$ cat config.mk
export PLATFORM = sky130hd
export DESIGN_NAME = rgb_backlight_mixer
export DESIGN_NICKNAME = d
export VERILOG_FILES = /design/src/rbm_pkg.sv /design/src/rbm_front.sv /design/src/rbm_fifo.sv /design/src/rbm_back.sv /design/src/rgb_backlight_mixer.sv
export SDC_FILE = /design/constraint.sdc
export NUM_CORES = 1
export LEC_CHECK = 0
export ABC_CLOCK_PERIOD_IN_PS = 4900
export BUFFER_PORTS_ARGS = -buffer_cell sky130_fd_sc_hd__buf_2
export CAP_MARGIN = 25
export CORE_MARGIN = 3
export CORE_UTILIZATION = 40
export CTS_BUF_LIST = sky130_fd_sc_hd__clkbuf_4 sky130_fd_sc_hd__clkbuf_8
export DETAILED_ROUTE_END_ITERATION = 8
export GPL_ROUTABILITY_DRIVEN = 0
export PLACE_DENSITY = 0.6
export SLEW_MARGIN = 20
export SYNTH_ARGS = -nofsm -noshare
export SYNTH_HDL_FRONTEND = slang
export SYNTH_SLANG_ARGS = --single-unit
$ cat constraint.sdc
create_clock -name clk -period 4.9 [get_ports clk]
set_input_delay 0.98 -clock clk [delete_from_list [all_inputs] [get_ports clk]]
set_output_delay 0.98 -clock clk [all_outputs]
set_load 0.005 [all_outputs]
$ cat src/rbm_pkg.sv
`default_nettype none

package rbm_pkg;

    // Field widths
    localparam int unsigned OP_W     = 3;
    localparam int unsigned SEL_W    = 2;
    localparam int unsigned DIR_W    = 2;
    localparam int unsigned DUTY_W   = 8;
    localparam int unsigned COLOR_W  = 3;
    localparam int unsigned LEVEL_W  = 4;
    localparam int unsigned CH_W     = 5;

    // Arithmetic widths: sum of three channels, channel*level, full numerator,
    // denominator sum*LEVEL_MAX and the aligned divisor for an 8-bit quotient
    localparam int unsigned SUM_W    = CH_W + 2;
    localparam int unsigned PROD_W   = CH_W + LEVEL_W;
    localparam int unsigned NUM_W    = PROD_W + DUTY_W;
    localparam int unsigned DEN_W    = SUM_W + LEVEL_W;
    localparam int unsigned DSH_W    = DEN_W + DUTY_W - 1;
    localparam int unsigned STEP_W   = 3;

    // Operation codes
    localparam logic [OP_W-1:0] OP_NEXT     = 3'd0;
    localparam logic [OP_W-1:0] OP_BRIGHTER = 3'd1;
    localparam logic [OP_W-1:0] OP_DIMMER   = 3'd2;
    localparam logic [OP_W-1:0] OP_CYCLE    = 3'd3;
    localparam logic [OP_W-1:0] OP_NUDGE    = 3'd4;
    localparam logic [OP_W-1:0] OP_OFF      = 3'd5;

    // Channel select codes
    localparam logic [SEL_W-1:0] SEL_RED   = 2'd0;
    localparam logic [SEL_W-1:0] SEL_GREEN = 2'd1;
    localparam logic [SEL_W-1:0] SEL_BLUE  = 2'd2;

    // Nudge direction: up, or anything with the sign bit set means down
    localparam logic [DIR_W-1:0] DIR_UP = 2'b01;

    // Colour indexes
    localparam logic [COLOR_W-1:0] COLOR_CUSTOM = 3'd0;
    localparam logic [COLOR_W-1:0] COLOR_FIRST  = 3'd1;
    localparam logic [COLOR_W-1:0] COLOR_LAST   = 3'd6;

    // Reset values
    localparam logic [DUTY_W-1:0] DUTY_LIMIT_RESET = 8'd225;
    localparam logic [CH_W-1:0]   CUSTOM_RESET     = 5'd15;

    typedef struct packed {
        logic [CH_W-1:0] red;
        logic [CH_W-1:0] green;
        logic [CH_W-1:0] blue;
    } rgb_t;

    // One scaling job handed from the front to the back
    typedef struct packed {
        logic                lit;
        rgb_t                rgb;
        logic [COLOR_W-1:0]  color;
        logic [LEVEL_W-1:0]  level;
    } job_t;

    // Fixed preset colours; anything that is not a preset reads as black
    function automatic rgb_t preset_rgb(input logic [COLOR_W-1:0] idx);
        rgb_t c;
        c = '{red: 5'd0, green: 5'd0, blue: 5'd0};
        case (idx)
            3'd1:    c = '{red: 5'd22, green: 5'd30, blue: 5'd30};
            3'd2:    c = '{red: 5'd30, green: 5'd0,  blue: 5'd0};
            3'd3:    c = '{red: 5'd0,  green: 5'd8,  blue: 5'd30};
            3'd4:    c = '{red: 5'd0,  green: 5'd30, blue: 5'd0};
            3'd5:    c = '{red: 5'd30, green: 5'd4,  blue: 5'd30};
            3'd6:    c = '{red: 5'd0,  green: 5'd30, blue: 5'd24};
            default: c = '{red: 5'd0,  green: 5'd0,  blue: 5'd0};
        endcase
        return c;
    endfunction

endpackage

`default_nettype wire

$ cat src/rbm_front.sv
`default_nettype none

module rbm_front #(
    parameter int unsigned LEVEL_MAX   = 10,
    parameter int unsigned CHANNEL_MAX = 31
) (
    input  wire logic                        clk,
    input  wire logic                        rst_n,
    input  wire logic                        push,
    output logic                             full,
    input  wire logic [rbm_pkg::OP_W-1:0]    op,
    input  wire logic [rbm_pkg::SEL_W-1:0]   channel,
    input  wire logic [rbm_pkg::DIR_W-1:0]   direction,
    output logic                             job_push,
    output rbm_pkg::job_t                    job,
    input  wire logic                        job_full
);

    localparam logic [rbm_pkg::LEVEL_W-1:0] LVL_MAX = rbm_pkg::LEVEL_W'(LEVEL_MAX);
    localparam logic [rbm_pkg::CH_W-1:0]    CH_MAX  = rbm_pkg::CH_W'(CHANNEL_MAX);

    logic [rbm_pkg::COLOR_W-1:0] color_reg, color_next;
    logic [rbm_pkg::LEVEL_W-1:0] level_reg, level_next;
    rbm_pkg::rgb_t               custom_reg, custom_next;
    logic                        accept;
    logic                        emit;
    logic                        lit;
    logic [rbm_pkg::LEVEL_W:0]   level_inc;

    // Step one custom channel, saturating at zero and at the channel maximum
    function automatic logic [rbm_pkg::CH_W-1:0] nudge(
        input logic [rbm_pkg::CH_W-1:0]  c,
        input logic [rbm_pkg::DIR_W-1:0] d
    );
        logic [rbm_pkg::CH_W-1:0] r;
        r = c;
        if (d == rbm_pkg::DIR_UP) begin
            if (c < CH_MAX) begin
                r = c + 1'b1;
            end
        end else if (d[rbm_pkg::DIR_W-1]) begin
            if (c != '0) begin
                r = c - 1'b1;
            end
        end
        return r;
    endfunction

    assign full      = job_full;
    assign accept    = push && !job_full;
    assign level_inc = {1'b0, level_reg} + 1'b1;

    // Decode the event and work out the new state
    always_comb
    begin
        color_next  = color_reg;
        level_next  = level_reg;
        custom_next = custom_reg;
        emit        = 1'b0;
        lit         = 1'b1;
        unique case (op)
            rbm_pkg::OP_NEXT:
            begin
                color_next = (color_reg >= rbm_pkg::COLOR_LAST) ? rbm_pkg::COLOR_FIRST
                                                                : color_reg + 1'b1;
                emit = 1'b1;
            end
            rbm_pkg::OP_BRIGHTER:
            begin
                if (level_reg < LVL_MAX) begin
                    level_next = level_reg + 1'b1;
                end
                emit = 1'b1;
            end
            rbm_pkg::OP_DIMMER:
            begin
                if (level_reg != '0) begin
                    level_next = level_reg - 1'b1;
                end
                emit = 1'b1;
            end
            rbm_pkg::OP_CYCLE:
            begin
                level_next = (level_inc > {1'b0, LVL_MAX}) ? '0
                                                           : level_inc[rbm_pkg::LEVEL_W-1:0];
                emit = 1'b1;
            end
            rbm_pkg::OP_NUDGE:
            begin
                unique case (channel)
                    rbm_pkg::SEL_GREEN:
                        custom_next.green = nudge(custom_reg.green, direction);
                    rbm_pkg::SEL_BLUE:
                        custom_next.blue = nudge(custom_reg.blue, direction);
                    default:
                        custom_next.red = nudge(custom_reg.red, direction);
                endcase
            end
            rbm_pkg::OP_OFF:
            begin
                lit  = 1'b0;
                emit = 1'b1;
            end
            default:
            begin
                emit = 1'b0;
            end
        endcase
    end

    // Build the scaling job from the state after the event
    always_comb
    begin
        job.lit   = lit;
        job.rgb   = (color_next == rbm_pkg::COLOR_CUSTOM) ? custom_next
                                                          : rbm_pkg::preset_rgb(color_next);
        job.color = color_next;
        job.level = level_next;
        job_push  = accept && emit;
    end

    // Hold the state, advance it on each accepted transaction
    always_ff @(posedge clk or negedge rst_n)
    begin
        if (!rst_n) begin
            color_reg  <= rbm_pkg::COLOR_CUSTOM;
            level_reg  <= '0;
            custom_reg <= '{red: rbm_pkg::CUSTOM_RESET, green: rbm_pkg::CUSTOM_RESET,
                            blue: rbm_pkg::CUSTOM_RESET};
        end else if (accept) begin
            color_reg  <= color_next;
            level_reg  <= level_next;
            custom_reg <= custom_next;
        end
    end

    a_level_bound: assert property (@(posedge clk) disable iff (!rst_n)
        level_reg <= LVL_MAX)
        else $error("brightness level beyond its maximum");

    a_no_job_when_idle: assert property (@(posedge clk) disable iff (!rst_n)
        !accept |=> $stable(color_reg) && $stable(level_reg) && $stable(custom_reg))
        else $error("state moved without a transaction");

endmodule

`default_nettype wire

$ cat src/rbm_fifo.sv
`default_nettype none

module rbm_fifo (
    input  wire logic           clk,
    input  wire logic           rst_n,
    input  wire logic           wr_en,
    input  wire rbm_pkg::job_t  wr_data,
    output logic                wr_full,
    input  wire logic           rd_en,
    output rbm_pkg::job_t       rd_data,
    output logic                rd_empty
);

    localparam int unsigned DEPTH = 2;

    rbm_pkg::job_t mem [DEPTH];
    logic          wr_ptr_reg;
    logic          rd_ptr_reg;
    logic [1:0]    count_reg;
    logic          do_wr;
    logic          do_rd;

    assign wr_full  = (count_reg == 2'(DEPTH));
    assign rd_empty = (count_reg == '0);
    assign do_wr    = wr_en && !wr_full;
    assign do_rd    = rd_en && !rd_empty;
    assign rd_data  = mem[rd_ptr_reg];

    // Store jobs
    always_ff @(posedge clk)
    begin
        if (do_wr) begin
            mem[wr_ptr_reg] <= wr_data;
        end
    end

    // Advance pointers and occupancy
    always_ff @(posedge clk or negedge rst_n)
    begin
        if (!rst_n) begin
            wr_ptr_reg <= 1'b0;
            rd_ptr_reg <= 1'b0;
            count_reg  <= '0;
        end else begin
            if (do_wr) begin
                wr_ptr_reg <= ~wr_ptr_reg;
            end
            if (do_rd) begin
                rd_ptr_reg <= ~rd_ptr_reg;
            end
            case ({do_wr, do_rd})
                2'b10:   count_reg <= count_reg + 1'b1;
                2'b01:   count_reg <= count_reg - 1'b1;
                default: count_reg <= count_reg;
            endcase
        end
    end

endmodule

`default_nettype wire

$ cat src/rbm_back.sv
`default_nettype none

module rbm_back #(
    parameter int unsigned LEVEL_MAX = 10
) (
    input  wire logic                          clk,
    input  wire logic                          rst_n,
    input  wire logic [rbm_pkg::DUTY_W-1:0]    duty_limit,
    input  wire logic                          job_empty,
    input  wire rbm_pkg::job_t                 job,
    output logic                               job_pop,
    output logic                               empty,
    input  wire logic                          pop,
    output logic [rbm_pkg::DUTY_W-1:0]         duty_red,
    output logic [rbm_pkg::DUTY_W-1:0]         duty_green,
    output logic [rbm_pkg::DUTY_W-1:0]         duty_blue,
    output logic [rbm_pkg::COLOR_W-1:0]        color_index,
    output logic [rbm_pkg::LEVEL_W-1:0]        level
);

    localparam int unsigned LANES = 3;

    localparam logic [2:0] ST_IDLE  = 3'd0;
    localparam logic [2:0] ST_MUL   = 3'd1;
    localparam logic [2:0] ST_SCALE = 3'd2;
    localparam logic [2:0] ST_DIV   = 3'd3;
    localparam logic [2:0] ST_DONE  = 3'd4;

    localparam logic [rbm_pkg::STEP_W-1:0] LAST_STEP = rbm_pkg::STEP_W'(rbm_pkg::DUTY_W - 1);

    logic [2:0]                    state_reg, state_next;
    rbm_pkg::job_t                 job_reg;
    logic                          zero_reg;
    logic [rbm_pkg::DEN_W-1:0]     den_reg;
    logic [rbm_pkg::DSH_W-1:0]     dsh_reg;
    logic [rbm_pkg::STEP_W-1:0]    step_reg;
    logic [rbm_pkg::PROD_W-1:0]    prod_reg [LANES];
    logic [rbm_pkg::NUM_W-1:0]     rem_reg  [LANES];
    logic [rbm_pkg::DUTY_W-1:0]    quo_reg  [LANES];
    logic [rbm_pkg::DUTY_W-1:0]    duty_fin [LANES];
    logic [rbm_pkg::CH_W-1:0]      chan     [LANES];
    logic [rbm_pkg::SUM_W-1:0]     sum;
    logic                          out_valid_reg;
    logic [rbm_pkg::DUTY_W-1:0]    red_reg, green_reg, blue_reg;
    logic [rbm_pkg::COLOR_W-1:0]   color_reg;
    logic [rbm_pkg::LEVEL_W-1:0]   level_reg;
    logic                          load_out;

    assign chan[0] = job_reg.rgb.red;
    assign chan[1] = job_reg.rgb.green;
    assign chan[2] = job_reg.rgb.blue;
    assign sum     = rbm_pkg::SUM_W'(chan[0]) + rbm_pkg::SUM_W'(chan[1])
                   + rbm_pkg::SUM_W'(chan[2]);

    assign job_pop  = (state_reg == ST_IDLE) && !job_empty;
    assign load_out = (state_reg == ST_DONE) && (!out_valid_reg || pop);

    // Clamp each quotient to the limit, force zero when off or black
    always_comb
    begin
        for (int i = 0; i < LANES; i++) begin
            duty_fin[i] = zero_reg ? '0
                        : ((quo_reg[i] > duty_limit) ? duty_limit : quo_reg[i]);
        end
    end

    // Sequence one job: multiply, multiply, eight divide steps, hand over
    always_comb
    begin
        state_next = state_reg;
        unique case (state_reg)
            ST_IDLE:  if (!job_empty) state_next = ST_MUL;
            ST_MUL:   state_next = ST_SCALE;
            ST_SCALE: state_next = ST_DIV;
            ST_DIV:   if (step_reg == LAST_STEP) state_next = ST_DONE;
            ST_DONE:  if (load_out) state_next = ST_IDLE;
            default:  state_next = ST_IDLE;
        endcase
    end

    always_ff @(posedge clk or negedge rst_n)
    begin
        if (!rst_n) begin
            state_reg <= ST_IDLE;
        end else begin
            state_reg <= state_next;
        end
    end

    // Datapath: products, restoring division with a shared aligned divisor
    always_ff @(posedge clk)
    begin
        unique case (state_reg)
            ST_IDLE:
            begin
                job_reg <= job;
            end
            ST_MUL:
            begin
                for (int i = 0; i < LANES; i++) begin
                    prod_reg[i] <= rbm_pkg::PROD_W'(chan[i])
                                 * rbm_pkg::PROD_W'(job_reg.level);
                end
                den_reg  <= rbm_pkg::DEN_W'(sum) * rbm_pkg::DEN_W'(LEVEL_MAX);
                zero_reg <= !job_reg.lit || (sum == '0);
            end
            ST_SCALE:
            begin
                for (int i = 0; i < LANES; i++) begin
                    rem_reg[i] <= rbm_pkg::NUM_W'(prod_reg[i])
                                * rbm_pkg::NUM_W'(duty_limit);
                    quo_reg[i] <= '0;
                end
                dsh_reg  <= {den_reg, {(rbm_pkg::DUTY_W-1){1'b0}}};
                step_reg <= '0;
            end
            ST_DIV:
            begin
                for (int i = 0; i < LANES; i++) begin
                    if ({1'b0, rem_reg[i]} >= dsh_reg) begin
                        rem_reg[i] <= rem_reg[i] - dsh_reg[rbm_pkg::NUM_W-1:0];
                        quo_reg[i] <= {quo_reg[i][rbm_pkg::DUTY_W-2:0], 1'b1};
                    end else begin
                        quo_reg[i] <= {quo_reg[i][rbm_pkg::DUTY_W-2:0], 1'b0};
                    end
                end
                dsh_reg  <= dsh_reg >> 1;
                step_reg <= step_reg + 1'b1;
            end
            default:
            begin
                step_reg <= step_reg;
            end
        endcase
    end

    // Result register: hold until popped
    always_ff @(posedge clk or negedge rst_n)
    begin
        if (!rst_n) begin
            out_valid_reg <= 1'b0;
        end else if (load_out) begin
            out_valid_reg <= 1'b1;
        end else if (pop) begin
            out_valid_reg <= 1'b0;
        end
    end

    always_ff @(posedge clk)
    begin
        if (load_out) begin
            red_reg   <= duty_fin[0];
            green_reg <= duty_fin[1];
            blue_reg  <= duty_fin[2];
            color_reg <= job_reg.color;
            level_reg <= job_reg.level;
        end
    end

    assign empty       = !out_valid_reg;
    assign duty_red    = red_reg;
    assign duty_green  = green_reg;
    assign duty_blue   = blue_reg;
    assign color_index = color_reg;
    assign level       = level_reg;

    a_dark_at_zero: assert property (@(posedge clk) disable iff (!rst_n)
        out_valid_reg && (level_reg == '0) |-> (red_reg == '0) && (green_reg == '0)
                                             && (blue_reg == '0))
        else $error("non-zero duty at brightness level zero");

    a_load_shows: assert property (@(posedge clk) disable iff (!rst_n)
        load_out |=> out_valid_reg && (state_reg == ST_IDLE))
        else $error("finished job not presented");

    a_within_limit: assert property (@(posedge clk) disable iff (!rst_n)
        out_valid_reg |-> (red_reg <= duty_limit) && (green_reg <= duty_limit)
                       && (blue_reg <= duty_limit))
        else $error("duty above the limit");

endmodule

`default_nettype wire

$ cat src/rgb_backlight_mixer.sv
`default_nettype none

// RGB backlight mixer. Each button event (push/full) updates the selected
// colour, brightness level or custom RGB triple at once; every event other
// than a custom nudge or an unknown code queues one result, read out through
// empty/pop. Once the back end picks up a job, the result goes through
// loading the job, two multiply stages (channel by level, then by the
// duty limit) and eight steps of a restoring divider that works the
// three channels side by side, then the load of the result register, which
// waits while an unpopped result is held. The back end takes no new job
// until it has handed over the last; a two-entry job queue lets up to two
// queued jobs wait while the back end is busy. cfg_wdata is the duty limit
// (reset 225) and must only be written while no event is in flight.
module rgb_backlight_mixer #(
    parameter int unsigned LEVEL_MAX   = 10,
    parameter int unsigned CHANNEL_MAX = 31
) (
    input  wire logic                          clk,
    input  wire logic                          rst_n,
    input  wire logic                          push,
    output logic                               full,
    input  wire logic [rbm_pkg::OP_W-1:0]      op,
    input  wire logic [rbm_pkg::SEL_W-1:0]     channel,
    input  wire logic [rbm_pkg::DIR_W-1:0]     direction,
    output logic                               empty,
    input  wire logic                          pop,
    output logic [rbm_pkg::DUTY_W-1:0]         duty_red,
    output logic [rbm_pkg::DUTY_W-1:0]         duty_green,
    output logic [rbm_pkg::DUTY_W-1:0]         duty_blue,
    output logic [rbm_pkg::COLOR_W-1:0]        color_index,
    output logic [rbm_pkg::LEVEL_W-1:0]        level,
    input  wire logic                          cfg_wen,
    input  wire logic [rbm_pkg::DUTY_W-1:0]    cfg_wdata
);

    logic [rbm_pkg::DUTY_W-1:0] duty_limit_reg;
    logic                       job_push;
    logic                       job_full;
    logic                       job_pop;
    logic                       job_empty;
    rbm_pkg::job_t              job_in;
    rbm_pkg::job_t              job_out;

    // Hold the duty limit
    always_ff @(posedge clk or negedge rst_n)
    begin
        if (!rst_n) begin
            duty_limit_reg <= rbm_pkg::DUTY_LIMIT_RESET;
        end else if (cfg_wen) begin
            duty_limit_reg <= cfg_wdata;
        end
    end

    rbm_front #(
        .LEVEL_MAX   (LEVEL_MAX),
        .CHANNEL_MAX (CHANNEL_MAX)
    ) u_front (
        .clk       (clk),
        .rst_n     (rst_n),
        .push      (push),
        .full      (full),
        .op        (op),
        .channel   (channel),
        .direction (direction),
        .job_push  (job_push),
        .job       (job_in),
        .job_full  (job_full)
    );

    rbm_fifo u_fifo (
        .clk      (clk),
        .rst_n    (rst_n),
        .wr_en    (job_push),
        .wr_data  (job_in),
        .wr_full  (job_full),
        .rd_en    (job_pop),
        .rd_data  (job_out),
        .rd_empty (job_empty)
    );

    rbm_back #(
        .LEVEL_MAX (LEVEL_MAX)
    ) u_back (
        .clk         (clk),
        .rst_n       (rst_n),
        .duty_limit  (duty_limit_reg),
        .job_empty   (job_empty),
        .job         (job_out),
        .job_pop     (job_pop),
        .empty       (empty),
        .pop         (pop),
        .duty_red    (duty_red),
        .duty_green  (duty_green),
        .duty_blue   (duty_blue),
        .color_index (color_index),
        .level       (level)
    );

endmodule

`default_nettype wire
# Word level (Yosys, flattened, before mapping)
# Memory sizes are Yosys's and may differ from the RTL's. A register that Yosys moved wholly into a read port is not among the register bits.
# Cells that the tools add are included.
[word_totals] output_inout_bits=33 mem_count=4 elab_cells=195 ram_bits=148 register_bits=101 input_bits=20
[op_classes] n_bitwise=11 eq_ne=25 n_mux=71 mul=7 addsub=18 n_lt_le_gt_ge=12 n_reduce_logical=27
[memory_table] memory="u_back.rem_reg" words=3 width=17 rd=3 rd_ports_with_merged_regs=0 write_ports=3 line_no="rbm_back.sv:38" rtl="logic [rbm_pkg::NUM_W-1:0] rem_reg [LANES];"
[memory_table] memory="u_fifo.mem" words=2 width=23 rd=1 rd_ports_with_merged_regs=1 write_ports=1 line_no="rbm_fifo.sv:16" rtl="rbm_pkg::job_t mem [DEPTH];"
[memory_table] memory="u_back.prod_reg" words=3 width=9 rd=3 rd_ports_with_merged_regs=0 write_ports=3 line_no="rbm_back.sv:37" rtl="logic [rbm_pkg::PROD_W-1:0] prod_reg [LANES];"
[memory_table] memory="u_back.quo_reg" words=3 width=8 rd=3 rd_ports_with_merged_regs=0 write_ports=3 line_no="rbm_back.sv:39" rtl="logic [rbm_pkg::DUTY_W-1:0] quo_reg [LANES];"
[op_table] cell="$pmux W15 S6" n=1
[op_table] cell="$mux W5" n=15
[op_table] cell="$mux W8" n=9
[op_table] cell="$ge A17 B18 Y1" n=3
[op_table] cell="$mul A9 B8 Y17" n=3
[op_table] cell="$mux W17" n=3
[op_table] cell="$sub A17 B17 Y17" n=3
[op_table] cell="$pmux W18 S2" n=1
[op_table] cell="$mux W15" n=2
[op_table] cell="$mux W1" n=28
[op_table] cell="$mul A5 B4 Y9" n=3
[op_table] cell="$gt A8 B8 Y1" n=3
[op_table] cell="$eq A3 B3 Y1 const B" n=7
[op_table] cell="$eq A3 B2 Y1 const B" n=6
[op_table] cell="$add A5 B1 Y5 const B" n=3
[op_table] cell="$lt A5 B5 Y1 const B" n=3
[op_table] cell="$mux W3" n=5
[op_table] cell="$pmux W3 S5" n=1
[op_table] cell="$reduce_bool A5 Y1" n=3
[op_table] cell="$sub A5 B1 Y5 const B" n=3
[op_table] cell="$mux W4" n=3
[op_table] cell="$pmux W4 S3" n=1
[op_table] cell="$mul A7 B3 Y10 const B" n=1
[op_table] cell="$eq A3 B1 Y1 const B" n=3
[op_table] cell="30 further kinds" n=58

# Logic depth before layout (Yosys ltp)
# Gate-level depths: netlist (run 1).
[depth] depth_word=7 ltp_mapped=19

# Modules after synthesis
# A second synthesis (run 1) with hierarchy kept.
[unflattened] cells_unflattened=2290 hier_area_um2=23831.6
[by_module_without_submodules] mod="rbm_back" area_per_inst_um2=18993.2 cells_each=1837 instances=1
[by_module_without_submodules] mod="rbm_front" area_per_inst_um2=2560.0 cells_each=346 instances=1
[by_module_without_submodules] mod="rbm_fifo" area_per_inst_um2=1941.9 cells_each=90 instances=1
[by_module_without_submodules] mod="rgb_backlight_mixer" area_per_inst_um2=336.6 cells_each=17 instances=1

# Worst setup path after synthesis (run 1)
# Ideal clock, no wire load.
[synth_timing] path_kind="register to register" start="register duty_limit_reg[6] (netlist bit)" end="memory u_back.rem_reg[0][33] (netlist bit), data pin" arrival_ps=4548 slack_ps=91 path_stages_with_launch=18 path_cell_list="dfstp_2 clkbuf_1 and2_1 fa_1 fa_1 fa_1 inv_1 fa_1 inv_1 ha_1 a21o_1 a21o_1 a21oi_1 a2bb2oi_1 o311ai_0 a21oi_1 xnor2_1 mux2i_1"
[synth_rtl] element="start, declared" line_no="rgb_backlight_mixer.sv:36" rtl="logic [rbm_pkg::DUTY_W-1:0] duty_limit_reg;"
[synth_rtl] element="start signal, assigned" line_no="rgb_backlight_mixer.sv:48" rtl="duty_limit_reg <= rbm_pkg::DUTY_LIMIT_RESET;"
[synth_rtl] element="start signal, assigned" line_no="rgb_backlight_mixer.sv:50" rtl="duty_limit_reg <= cfg_wdata;"
[synth_rtl] element="end, declared" line_no="rbm_back.sv:38"

==> results.json, run 1 <==
{
  "start_kind": "flip-flop",
  "io_pins": 53,
  "synth_enable_flop_cells": 233,
  "dpl-instance-area_sq_um": 25070,
  "routed_wl_mm": 56.52,
  "num-fill-cells": 5400,
  "ys_types": 76,
  "min_path_type": "in2async",
  "worst_pin_slew_ns": 0.8144,
  "rows": 88,
  "grt.total_usage_pct": 18.05,
  "ys_ff_latch": 272,
  "slew_violations": 0,
  "synth.largest_area_cell": "edfxtp_1",
  "synth.most_common_cell": "inv_1",
  "drive_above_1_share_pct": 13.98,
  "r2r_slack_ns": 0.15,
  "grt_pass1_vias": 17275,
  "drtIter0Drc": 873,
  "gr-total-overflow": 0,
  "syn_area_per_cell_sq_um": 10.09,
  "yosysSeqAreaShare_pct": 33.79,
  "cts_inserted_buffers": 49,
  "fin_area_sq_um": 26750,
  "num_vias": 17035,
  "period_needed_ns": 4.752,
  "place_ws_ns": -0.1014,
  "outcome": "finished clean",
  "clk_latency_ns": 0.64,
  "drc_errors": 0,
  "ys.flop_type": "edfxtp_1",
  "die_height_um": 249.1,
  "crit_top_cell": "fa_1",
  "cts_hold_buf": 0,
  "final_util_pct": 46.01,
  "crit_fanout": 5,
  "htree_num_levels": 2,
  "dp_hpwl_mm": 43.03,
  "cp_slowest_cell": "dfstp_2",
  "critical_path_class": "reg2reg",
  "core-area_sq_um": 58140,
  "final_antenna_net_count": 0,
  "first_pass_iters": 5,
  "areaGrowthSynthToFinish_pct": 13.15,
  "async_flop_share_pct": 13.97,
  "critPathArrivalTime_ns": 5.13,
  "synth.top_cell.area_share_pct": 29.60,
  "drt-vias-per-instance": 5.202,
  "layoutNonFillerInstCount": 3275,
  "cts_tree": "built",
  "initial_utilization_pct": 40.66,
  "diodes": 0,
  "port_buffers": 52,
  "dp_cells": 3150,
  "grt_max_degree": 46,
  "finalWorstSetupSlack_ns": 0.1479,
  "hold_violations": 0,
  "clk_pin_slew_worst_paths_ns": 0.06,
  "crit_chain": "buf_12, buf_4, and2_1, fa_1, fa_1, fa_1, inv_1, fa_1, inv_1, ha_4, or3_1, o21ai_1, a21oi_2, a211oi_2, buf_4, xor2_1, mux2i_1",
  "finalNetCount": 2901,
  "yosysWarnings": 0,
  "synthTopCellsByArea": "edfxtp_1 30%, ha_1 14%, fa_1 13%, and2_1 6.0%, inv_1 4.6%",
  "root_buffer": "clkbuf_8",
  "fmax_ghz": 0.2104,
  "cts.sinks": 272,
  "skew_ns": 0.02892,
  "netlist_area_sq_um": 23640,
  "grt_pass1_wl_mm": 91.56,
  "dieArea_sq_um": 62050,
  "fin_crit_sh_pct": 96.98,
  "cts_buffer_depth": 3,
  "synthCells": 2343,
  "die-width_um": 249.1,
  "antenna_found_initial": 0,
  "largest_register_ffs": 51,
  "postSynthNetCount": 2774,
  "cap_violations": 0,
  "cp_data_required_time_ns": 5.28,
  "critPathTopFamily": "adder cells",
  "path_buf_inv": 5,
  "wire_per_inst_um": 17.26,
  "relSlewSlack_pct": 45.71,
  "max_stage_delay_ns": 0.61,
  "synthTopCellsByCount": "289 x inv_1, 261 x ha_1, 233 x edfxtp_1",
  "setup_viol": 0,
  "worstSetupEndpointType": "flip-flop"
}
## timing repair
action | CTS | global route
pin swaps | 0 | 51
resized for setup | 4 | 59
buffers inserted | 8 | 23
endpoints found under the setup margin | 7 | 16
## layout make-up
type                       count  area [sq um]  area share (%)
clock buffer                  69         849.6           3.176
clock inverter                22         226.5          0.8467
inverter                     290          1089           4.070
multi-input combinational   1706         14500           54.19
sequential                   272          7990           29.87
tap                          765         957.2           3.578
timing repair buffer         151          1141           4.266
## cell families after synthesis
kind of cell / synth area share (%)
adders and majority gates: 26.52
and+or+nand+nor: 14.99
muxes: 3.837
xor gates and xnor gates: 4.038
DFF: 33.79
AOI/OAI and AO/OA: 10.86
buffers and inverters: 5.975
## final timing paths
check                                  startpoint                endpoint  depth (start not counted)
worst max-delay path            duty_limit_reg[6]   u_back.rem_reg[0][13]                         17
max in group asynchronous                   rst_n       duty_limit_reg[7]                          2
min in group clk                u_back.job_reg[6]   u_back.color_index[2]                          0
worst min-delay path                        rst_n  u_front.custom_reg[14]                          1
worst min register to register  u_back.job_reg[6]   u_back.color_index[2]                          0
worst max register to register  duty_limit_reg[6]   u_back.rem_reg[0][13]                         17
## cells in the final DEF, fill, tap and decap left out, types with 15 or more instances in the layout
cell type	instances
dfrtp_1	20
o21ai_0	108
nand2_1	171
and2_1	224
mux2_2	34
dfstp_2	16
and3_1	35
edfxtp_1	233
nor3_1	30
nor2_1	86
a21oi_1	130
clkbuf_4	17
nand3_1	58
a21o_1	26
o21a_1	22
mux2i_1	40
a31oi_1	18
clkbuf_8	53
ha_1	251
xor2_1	47
buf_4	83
fa_1	144
inv_1	286
nor2b_1	15
buf_2	52
xnor2_1	62
## routing by layer
metal,GRT usage [%],vias up,wire length [um],share of wire (%)
met2,30.64,376,27340,48
met3,3.686,94,2926,5.2
met1,23.35,8257,24840,44
met4,5.239,0,1417,2.5
met5,0,-,0,0
li1,-,8308,-,-
## per-stage QoR
stage / hold WS, ns / setup TNS, ns
3_5_place_dp: 0.4131 / -0.5137
6_report: 0.2411 / 0
4_1_cts: 0.4292 / 0
2_1_floorplan: 0.4003 / 0
5_1_grt: 0.2124 / -0.06418
3_3_place_gp: 0.4138 / 0
Power of run 1 is not shown: default switching activity piles up to over one toggle a cycle in this logic, so the estimate is an artifact.
==> run 2, diff against run 1 <==
--- a/config.mk
+++ b/config.mk
@@ -6,7 +6,7 @@
 export NUM_CORES = 1
 export LEC_CHECK = 0
 export ABC_CLOCK_PERIOD_IN_PS = 4900
-export BUFFER_PORTS_ARGS = -buffer_cell sky130_fd_sc_hd__buf_2
+export BUFFER_PORTS_ARGS = -buffer_cell sky130_fd_sc_hd__clkbuf_2
 export CAP_MARGIN = 25
 export CORE_MARGIN = 3
 export CORE_UTILIZATION = 40
==> run 2 against run 1 <==
  * Critical path depth stayed put
  * Critical path type unchanged
  * Die area stayed put
  * Via count is 0.26% lower
  * Routed wire length is 1.8% lower
  * Sequential share of layout area is 0.25 points higher
  * Clock-buffer cell count is 14 lower
  * Cell count is 0.40% lower
==> results.json, run 2 (synthesis results as in run 1) <==
{
  "outcome": "finished clean",
  "grt.total_usage_pct": 17.65,
  "final_antenna_net_count": 0,
  "finalNetCount": 2888,
  "dieArea_sq_um": 62050,
  "diodes": 0,
  "rsz0062_at_grt": "yes",
  "ff2ff_path_depth": 17,
  "gr-total-overflow": 0,
  "setup_viol": 0,
  "critical_path_class": "reg2reg",
  "fmax_ghz": 0.2109,
  "grt_pass1_vias": 17033,
  "cp_data_required_time_ns": 5.27,
  "cts_buffer_depth": 3,
  "relSlewSlack_pct": 44.02,
  "hold_violations": 0,
  "fin_crit_sh_pct": 96.79,
  "antenna_found_initial": 0,
  "cts.sinks": 272,
  "min_path_type": "in2async",
  "final_common_cell": "inv_1",
  "areaGrowthSynthToFinish_pct": 12.23,
  "die-width_um": 249.1,
  "htree_num_levels": 2,
  "die_height_um": 249.1,
  "layoutNonFillerInstCount": 3262,
  "first_pass_iters": 5,
  "layout.cells.most_common_list": "284 x inv_1, 253 x ha_1, 233 x edfxtp_1, 226 x and2_1, 171 x nand2_1",
  "grt_pass1_wl_mm": 89.58,
  "crit_fanout": 4,
  "dp_hpwl_mm": 42.90,
  "start_kind": "flip-flop",
  "worst_pin_slew_ns": 0.8397,
  "cap_violations": 0,
  "cts_inserted_buffers": 49,
  "core-area_sq_um": 58140,
  "drtIter0Drc": 835,
  "wire_per_inst_um": 17.01,
  "drive_above_1_share_pct": 13.34,
  "critPathArrivalTime_ns": 5.12,
  "place_ws_ns": -0.1263,
  "initial_utilization_pct": 40.66,
  "root_buffer": "clkbuf_8",
  "drt-vias-per-instance": 5.208,
  "num-fill-cells": 5458,
  "dp_cells": 3153,
  "period_needed_ns": 4.743,
  "largest_register_ffs": 51,
  "rows": 88,
  "final_util_pct": 45.64,
  "grt_max_degree": 46,
  "port_buffers": 52,
  "clk_pin_slew_worst_paths_ns": 0.06,
  "cts_tree": "built",
  "r2r_slack_ns": 0.16,
  "routed_wl_mm": 55.50,
  "slew_violations": 0,
  "finalWorstSetupSlack_ns": 0.1575,
  "io_pins": 53,
  "worstSetupEndpointType": "flip-flop",
  "drc_errors": 0,
  "clk_latency_ns": 0.63,
  "skew_ns": 0.02427,
  "num_vias": 16990
}
-- run 2: cell types whose count changed in the layout (fill, tap and decap cells not counted), sizes merged --
| cell | delta |
|---|---|
| clkbuf | +37 |
| clkinv | +11 |
| clkinvlp | +3 |
| buf | -64 |
-- run 2: final timing paths --
path                                          end              start
max                         u_back.rem_reg[0][31]  duty_limit_reg[5]
min                        u_front.custom_reg[14]              rst_n
max reg2reg                 u_back.rem_reg[0][31]  duty_limit_reg[5]
min reg2reg                 u_back.color_index[0]  u_back.job_reg[4]
max in group asynchronous       duty_limit_reg[2]              rst_n
min in group clk            u_back.color_index[0]  u_back.job_reg[4]
-- run 2: through the flow --
stage | setup TNS (ns) | hold slack (ns) | cell area, sq um
after CTS | 0 | 0.3652 | 26160
after floorplan | 0 | 0.4003 | 23640
final | 0 | 0.4224 | 26530
after detailed placement | -0.3520 | 0.4276 | 25100
after global placement | 0 | 0.4180 | 25100
after global routing | -0.1004 | 0.4119 | 26530
-- run 2: per-layer routing --
metal  global-route usage [%]  vias up  wire (um)
met4                    4.642        0       1224
met1                    23.26     8282      25230
met5                        0        -          0
li1                         -     8288          -
met2                    30.45      340      26710
met3                    2.579       80       2332
-- run 2: cell type report --
class / count / area [sq um] / share of cell area [%]
flip-flops and latches: 272 / 7990 / 30.12
clock buffers: 55 / 725.7 / 2.735
inverters: 290 / 1089 / 4.103
repair buffers: 138 / 996.0 / 3.754
well taps: 765 / 957.2 / 3.608
multi-input cells: 1706 / 14470 / 54.53
clock inverters: 36 / 305.3 / 1.151
-- run 2: repair_timing --
action                                  4_1_cts  5_1_grt
pin swaps                                     2       45
hold buffers                                  0        0
setup buffers                                 3       13
gates resized for setup                       4       59
endpoints found under the setup margin        9       16
-- run 2: worst max-delay path, cell delays in order (launching register included) --
cell	delay, ns
dfstp_2	0.62
buf_6	0.13
and2_4	0.13
fa_1	0.43
fa_1	0.47
fa_1	0.51
inv_1	0.06
fa_1	0.53
inv_1	0.06
ha_4	0.24
a21o_1	0.17
a21o_1	0.18
a21oi_2	0.18
buf_4	0.15
o21ai_0	0.08
a21oi_1	0.17
xnor2_1	0.08
mux2_1	0.29
Power of run 2 is left out for the same reason.
